$ cat src/hasw_pkg.sv
// Shared types, constants and command codes of the hole allocator.
// No dependencies.
package hasw_pkg;

  localparam int MemUnits = 128;
  localparam int MaxSeg   = 32;
  localparam int IdxW     = 5;
  localparam int CntW     = 6;
  localparam int SizeW    = 8;
  localparam int TimeW    = 32;
  localparam int CfgIdxW  = 1;
  localparam int CfgDataW = 4;
  localparam int OpW      = 4;

  // segment kinds
  localparam logic KindHole = 1'b0;
  localparam logic KindProc = 1'b1;

  // fit modes
  localparam logic [1:0] FitFirst = 2'd0;
  localparam logic [1:0] FitNext  = 2'd1;
  localparam logic [1:0] FitBest  = 2'd2;
  localparam logic [1:0] FitWorst = 2'd3;

  // record kinds
  localparam logic [1:0] RecRequeue = 2'd0;
  localparam logic [1:0] RecDrop    = 2'd1;
  localparam logic [1:0] RecLoad    = 2'd2;
  localparam logic [1:0] RecReject  = 2'd3;

  // configuration register indexes
  localparam logic [CfgIdxW-1:0] CfgFitMode   = 1'd0;
  localparam logic [CfgIdxW-1:0] CfgSwapLimit = 1'd1;

  // datapath commands
  localparam logic [OpW-1:0] OpNone      = 4'd0;
  localparam logic [OpW-1:0] OpAccept    = 4'd1;
  localparam logic [OpW-1:0] OpFindInit  = 4'd2;
  localparam logic [OpW-1:0] OpFindStep  = 4'd3;
  localparam logic [OpW-1:0] OpOldInit   = 4'd4;
  localparam logic [OpW-1:0] OpOldStep   = 4'd5;
  localparam logic [OpW-1:0] OpEvict     = 4'd6;
  localparam logic [OpW-1:0] OpMergeInit = 4'd7;
  localparam logic [OpW-1:0] OpMergeStep = 4'd8;
  localparam logic [OpW-1:0] OpMergeFin  = 4'd9;
  localparam logic [OpW-1:0] OpPosInit   = 4'd10;
  localparam logic [OpW-1:0] OpPosStep   = 4'd11;
  localparam logic [OpW-1:0] OpPlace     = 4'd12;
  localparam logic [OpW-1:0] OpEmitEv    = 4'd13;
  localparam logic [OpW-1:0] OpEmitLd    = 4'd14;
  localparam logic [OpW-1:0] OpEmitRj    = 4'd15;

  typedef struct packed {
    logic [7:0] process_id;
    logic [7:0] process_size;
    logic [3:0] swap_count;
  } req_t;

  typedef struct packed {
    logic [1:0]  record_kind;
    logic [7:0]  record_id;
    logic [7:0]  record_size;
    logic [3:0]  record_swaps;
    logic [6:0]  load_position;
    logic [7:0]  resident_count;
    logic [7:0]  hole_count;
    logic [7:0]  units_used;
    logic [31:0] loads_done;
    logic        last_record;
  } rec_t;

  typedef struct packed {
    logic [OpW-1:0] op;
  } cmd_t;

  typedef struct packed {
    logic bad_size;
    logic find_stop;
    logic fits;
    logic old_stop;
    logic any_proc;
    logic merge_done;
    logic pos_done;
  } stat_t;

endpackage

$ cat src/hasw_ctrl.sv
// Controller: sequences table walks, evictions and record emission.
// Depends on hasw_pkg; commands hasw_dp.
module hasw_ctrl import hasw_pkg::*; (
  input  logic  clk_i,
  input  logic  rst_ni,
  input  logic  start,
  output logic  busy,
  input  stat_t stat_i,
  output cmd_t  cmd_o
);

  localparam logic [3:0] SIdle      = 4'd0;
  localparam logic [3:0] SFindInit  = 4'd1;
  localparam logic [3:0] SFind      = 4'd2;
  localparam logic [3:0] SDecide    = 4'd3;
  localparam logic [3:0] SPosInit   = 4'd4;
  localparam logic [3:0] SPos       = 4'd5;
  localparam logic [3:0] SEmitLd    = 4'd6;
  localparam logic [3:0] SOldInit   = 4'd7;
  localparam logic [3:0] SOld       = 4'd8;
  localparam logic [3:0] SOldDec    = 4'd9;
  localparam logic [3:0] SEvict     = 4'd10;
  localparam logic [3:0] SMergeInit = 4'd11;
  localparam logic [3:0] SMerge     = 4'd12;
  localparam logic [3:0] SEmitEv    = 4'd13;
  localparam logic [3:0] SEmitRj    = 4'd14;

  logic [3:0] state_q, state_d;

  // next state and command
  always_comb begin
    state_d   = state_q;
    cmd_o.op  = OpNone;
    unique case (state_q)
      SIdle: begin
        if (start) begin
          cmd_o.op = OpAccept;
          state_d  = stat_i.bad_size ? SEmitRj : SFindInit;
        end
      end
      SFindInit: begin
        cmd_o.op = OpFindInit;
        state_d  = SFind;
      end
      SFind: begin
        cmd_o.op = OpFindStep;
        if (stat_i.find_stop) state_d = SDecide;
      end
      SDecide:  state_d = stat_i.fits ? SPosInit : SOldInit;
      SPosInit: begin
        cmd_o.op = OpPosInit;
        state_d  = SPos;
      end
      SPos: begin
        if (stat_i.pos_done) begin
          cmd_o.op = OpPlace;
          state_d  = SEmitLd;
        end else begin
          cmd_o.op = OpPosStep;
        end
      end
      SEmitLd: begin
        cmd_o.op = OpEmitLd;
        state_d  = SIdle;
      end
      SOldInit: begin
        cmd_o.op = OpOldInit;
        state_d  = SOld;
      end
      SOld: begin
        cmd_o.op = OpOldStep;
        if (stat_i.old_stop) state_d = SOldDec;
      end
      SOldDec:  state_d = stat_i.any_proc ? SEvict : SEmitRj;
      SEvict: begin
        cmd_o.op = OpEvict;
        state_d  = SMergeInit;
      end
      SMergeInit: begin
        cmd_o.op = OpMergeInit;
        state_d  = SMerge;
      end
      SMerge: begin
        if (stat_i.merge_done) begin
          cmd_o.op = OpMergeFin;
          state_d  = SEmitEv;
        end else begin
          cmd_o.op = OpMergeStep;
        end
      end
      SEmitEv: begin
        cmd_o.op = OpEmitEv;
        state_d  = SFindInit;
      end
      SEmitRj: begin
        cmd_o.op = OpEmitRj;
        state_d  = SIdle;
      end
      default: state_d = SIdle;
    endcase
  end

  // hold state
  always_ff @(posedge clk_i or negedge rst_ni) begin
    if (!rst_ni) begin
      state_q <= SIdle;
    end else begin
      state_q <= state_d;
    end
  end

  assign busy = (state_q != SIdle);

endmodule

$ cat config.mk
export PLATFORM = sky130hd
export DESIGN_NAME = hasw_ctrl
export DESIGN_NICKNAME = d
export VERILOG_FILES = /design/src/hasw_pkg.sv /design/src/hasw_ctrl.sv
export SDC_FILE = /design/constraint.sdc
export NUM_CORES = 1
export LEC_CHECK = 0
export BUFFER_PORTS_ARGS = -buffer_cell sky130_fd_sc_hd__buf_2
export CAP_MARGIN = 20
export CORE_AREA = 2 2 39 41
export DETAILED_ROUTE_END_ITERATION = 8
export DIE_AREA = 0 0 41 43
export PLACE_DENSITY = 0.66
export SYNTH_ARGS = -nofsm -noshare
export SYNTH_HDL_FRONTEND = slang
export SYNTH_SLANG_ARGS = --single-unit
$ cat constraint.sdc
create_clock -name clk_i -period 1.8 [get_ports clk_i]
set_clock_uncertainty 0.2 [all_clocks]
set_input_delay 0 -clock clk_i [delete_from_list [all_inputs] [get_ports clk_i]]
set_output_delay 0 -clock clk_i [all_outputs]
set_load 0.02 [all_outputs]
==> implementation parameters <==
Parameter                              Value

Detailed routing
  Total Wirelength    between 1500 and 2000 µm
  DRT Pass-1 Iters    3
  Violation count after the first detailed-routing iteration    8
  Detail-routed net length per standard cell    between 10 and 15 µm
  Number of DRC violations after detailed routing    0
  Number of nets with antenna violations after detailed routing    0
  Detailed-route vias per instance    between 5 and 6
  Via count    approximately 610

STA
  Setup violation total in the final timing report    0
  Final worst path period need    around 1.8 ns
  Final count of hold timing violations    0
  Slew Viols, Final    0
  Final worst slack    0.0207 ns
  Normalized max-slew margin    about 74%
  Share of the cycle needed by the critical path after routing    between 90% and 100%
  Peak Freq    between 500 and 600 MHz
  Unrepaired setup endpoints after global routing    yes
  Slew at the pin with the worst max-slew slack    0.391 ns

Cells and area
  Total area of sequential cells    between 100 and 150 µm²
  Fraction of the core area covered by cells at the end of the flow    53.3%
  Fill cell total of the finished layout    147
  Most flops, register    state_q
  # nets final    107
  Largest registers    state_q (4)
  Layout overhead on the synthesized area    46.5%
  Proportion of layout cells with a drive suffix above 1    between 40% and 50%
  Number of flip-flops in the largest register    4
  Area of combinational cells with multiple inputs    about 350 µm²
  Antenna diode count    0

Floorplan
  Starting density of the core    a little over a third
  Core area    ~1400 µm²
  Chip height    between 40 and 50 µm
  Die Area    between 1500 and 2000 µm²
  Standard-cell rows    14
  I/O pin cnt    15
  Horizontal die dimension    41 µm

Global routing
  Met2 demand-to-capacity share in global routing    between 30% and 40%
  Met3 track utilization from global routing    under 10%
  Via count of the first global-routing pass    approximately 630
  M1 GR Usage    about a quarter
  GRT Max-Usage Layer    met2
  Sum of overflow across all layers after global routing    0
  All-Layer GR Usage    between 15 and 20%
  Antenna violations before repair    0
  Largest net degree at the start of global routing    15
  Wire length of the first global-routing pass    around 2400 µm

Synthesis
  Sequential element share of the synthesized area    19.9%
  Cells taking the most area after synthesis    dfrtp_1 20%, a21oi_1 8.0%, buf_6 6.7%
  Number of warnings printed during yosys synthesis    0
  Average footprint of a synthesized cell    7.74 µm²
  Post-synthesis instance total    65
  Nets in the synthesized netlist    75
  Post-synthesis cell type count    30
  Area share of the leading cell type in the synthesized netlist    approximately a fifth
  Area of the mapped netlist    between 500 and 600 µm²
  Cell type contributing the most total cell area after synthesis    dfrtp_1
  Post-synthesis sequential element count    4

Critical path
  FF-to-FF Start    state_q[3]
  Critical-path maximum fanout    6
  Count of buffering cells on the critical path with inverters included    1
  Cells along the critical path    and2b_4 -> nor2_2 -> mux4_2 -> buf_6
  Worst EP required    roughly 1.6 ns
  Slowest stage cell on the critical path    mux4_2
  Startpoint type of the worst setup path    flop
  CP Capture Type    output port
  Longest individual stage delay on the worst path    around 0.46 ns
  Endpoint of the most critical register-to-register path    state_q[3]
  Endpoint arrival time on the critical path    ~1.6 ns
  Classification of the worst setup path    reg -> out
  Delay-heaviest family, CP    multiplexers
  Depth of the worst register-to-register path    6
  Flop2flop setup slack    0.05 ns

Hold path
  Hold Path Cell Cnt    4
  Worst hold path class    in -> reg
  Beginning of the worst hold path    stat_i[4]
  Worst-case hold path end point    state_q[0]

Power and ir drop
  Power density cells    2070 nW/µm²
  Power, Total    1530 µW
  Worst supply voltage drop on vdd    around 0.67 mV
  Leakage power summed over all cells    between 0.0003 and 0.0004 µW

Clocking
  Number of CTS-inserted buffers    3
  H-tree depth    1
  Clock tree from TritonCTS    built
  Clock-pin slew on the worst setup and hold paths    about 0.040 ns
  Clock root buffer master    clkbuf_4
  Max Root-Sink Buffers    2
  Sinks on Clock Net    4
  Clock latency of the later-clocked register in the worst-skew pair    around 0.23 ns

Place
  Quantity of I/O buffers inserted on ports    14
  Placed wire-length estimate    between 1000 and 1500 µm
  Final weighted congestion in routability-driven placement    ~0.87
  Pre-CTS setup slack    0.149 ns

Job
  Max cap viols    0

Run status
  Result of the run    complete, no violations
## cell usage in the layout, fill, tap and decap left out, drive strengths merged, types with 2 or more instances in the layout
master | Yosys | final
and2b | 4 | 4
dfrtp | 4 | 4
a21oi | 8 | 8
dlygate4sd3 | 0 | 5
a31oi | 2 | 2
o21ai | 9 | 9
clkbuf | 0 | 3
nand2 | 3 | 3
o22ai | 2 | 2
buf | 4 | 26
nor3b | 2 | 2
nor2 | 3 | 3
nand3 | 5 | 5
inv | 5 | 5
a221oi | 2 | 2
nor3 | 2 | 2
a22oi | 2 | 2
## synth_stat cells
library cell  number
a21oi_1            8
nand3_1            5
o21ai_1            5
dfrtp_1            4
o21ai_0            4
buf_6              3
inv_2              3
nand2_1            3
a221oi_1           2
a31oi_1            2
and2b_1            2
and2b_4            2
inv_1              2
nor2_2             2
nor3b_1            2
o22ai_1            2
a22oi_1            1
a22oi_2            1
a31o_1             1
buf_4              1
mux2i_1            1
mux4_2             1
nand2b_1           1
nand3b_1           1
nor2_1             1
nor3_1             1
nor3_2             1
o21a_1             1
o22a_1             1
or2_2              1
## worst max path at each step
stage	from	to	slack (ns)	depth (start not counted)
floorplan	state_q[2]	cmd_o[2]	0.28	4
global placement	state_q[2]	cmd_o[0]	0.17	5
detailed placement	state_q[1]	state_q[3]	0.15	4
CTS	state_q[3]	cmd_o[0]	0.02	4
global route	state_q[3]	cmd_o[0]	-0.03	4
finish	state_q[3]	cmd_o[0]	0.02	4
## stage by stage
step	instances	hold WS (ns)	TNS, ns	instance area (µm²)
after floorplan	65	-0.496	0	503
after global placement	96	-0.392	0	589
after detailed placement	96	-0.390	0	589
after CTS	111	0.0539	0	721
after global routing	111	0.103	-0.0252	737
final	111	0.0600	0	737
## kinds of logic (layout without fill, tap and decap cells)
kind of cell / after synthesis / after routing / share of synthesized area, %
flops: 4 / 4 / 19.9
compound gates: 28 / 28 / 34.3
mux: 2 / 2 / 6.47
buf+inv: 9 / 39 / 11.9
simple gates: 22 / 22 / 27.4
## metal layers
layer	share of wire, %	wire length, µm
met1	45	682
met2	52	793
met3	3.0	45
met4	0	0
met5	0	0
## worst register-to-register path, cell delays in order, from the launching register on
cell     delay [ns]
dfrtp_2        0.43
and2b_4        0.19
buf_4          0.14
buf_4          0.13
a22oi_2        0.22
a21oi_1        0.12
a31o_1         0.20
## cell type report
class                           instances  area share, %
Clock buffer                            3           3.06
Multi-Input combinational cell         52           47.9
Tap cell                               16           2.72
Sequential cell                         4           14.1
Inverter                                5           2.55
Timing Repair Buffer                   31           29.7
## timing repair
item / 4_1_cts / 5_1_grt
hold buffers: 5 / 0
pin swaps: 0 / 2
resized for setup: 4 / 4
endpoints found under the hold margin: 7 / 0
setup buffers: 7 / 0
cloned: 0 / 0
endpoints found under the setup margin: 1 / 4
## where the power goes
| part | switching [µW] | leakage (µW) | internal, µW |
|---|---|---|---|
| Combinational | 576 | 0.000276 | 585 |
| Clock | 34.3 | 0.0000138 | 74.4 |
| Sequential | 115 | 0.0000456 | 144 |
(Power assumes the default switching activity.)
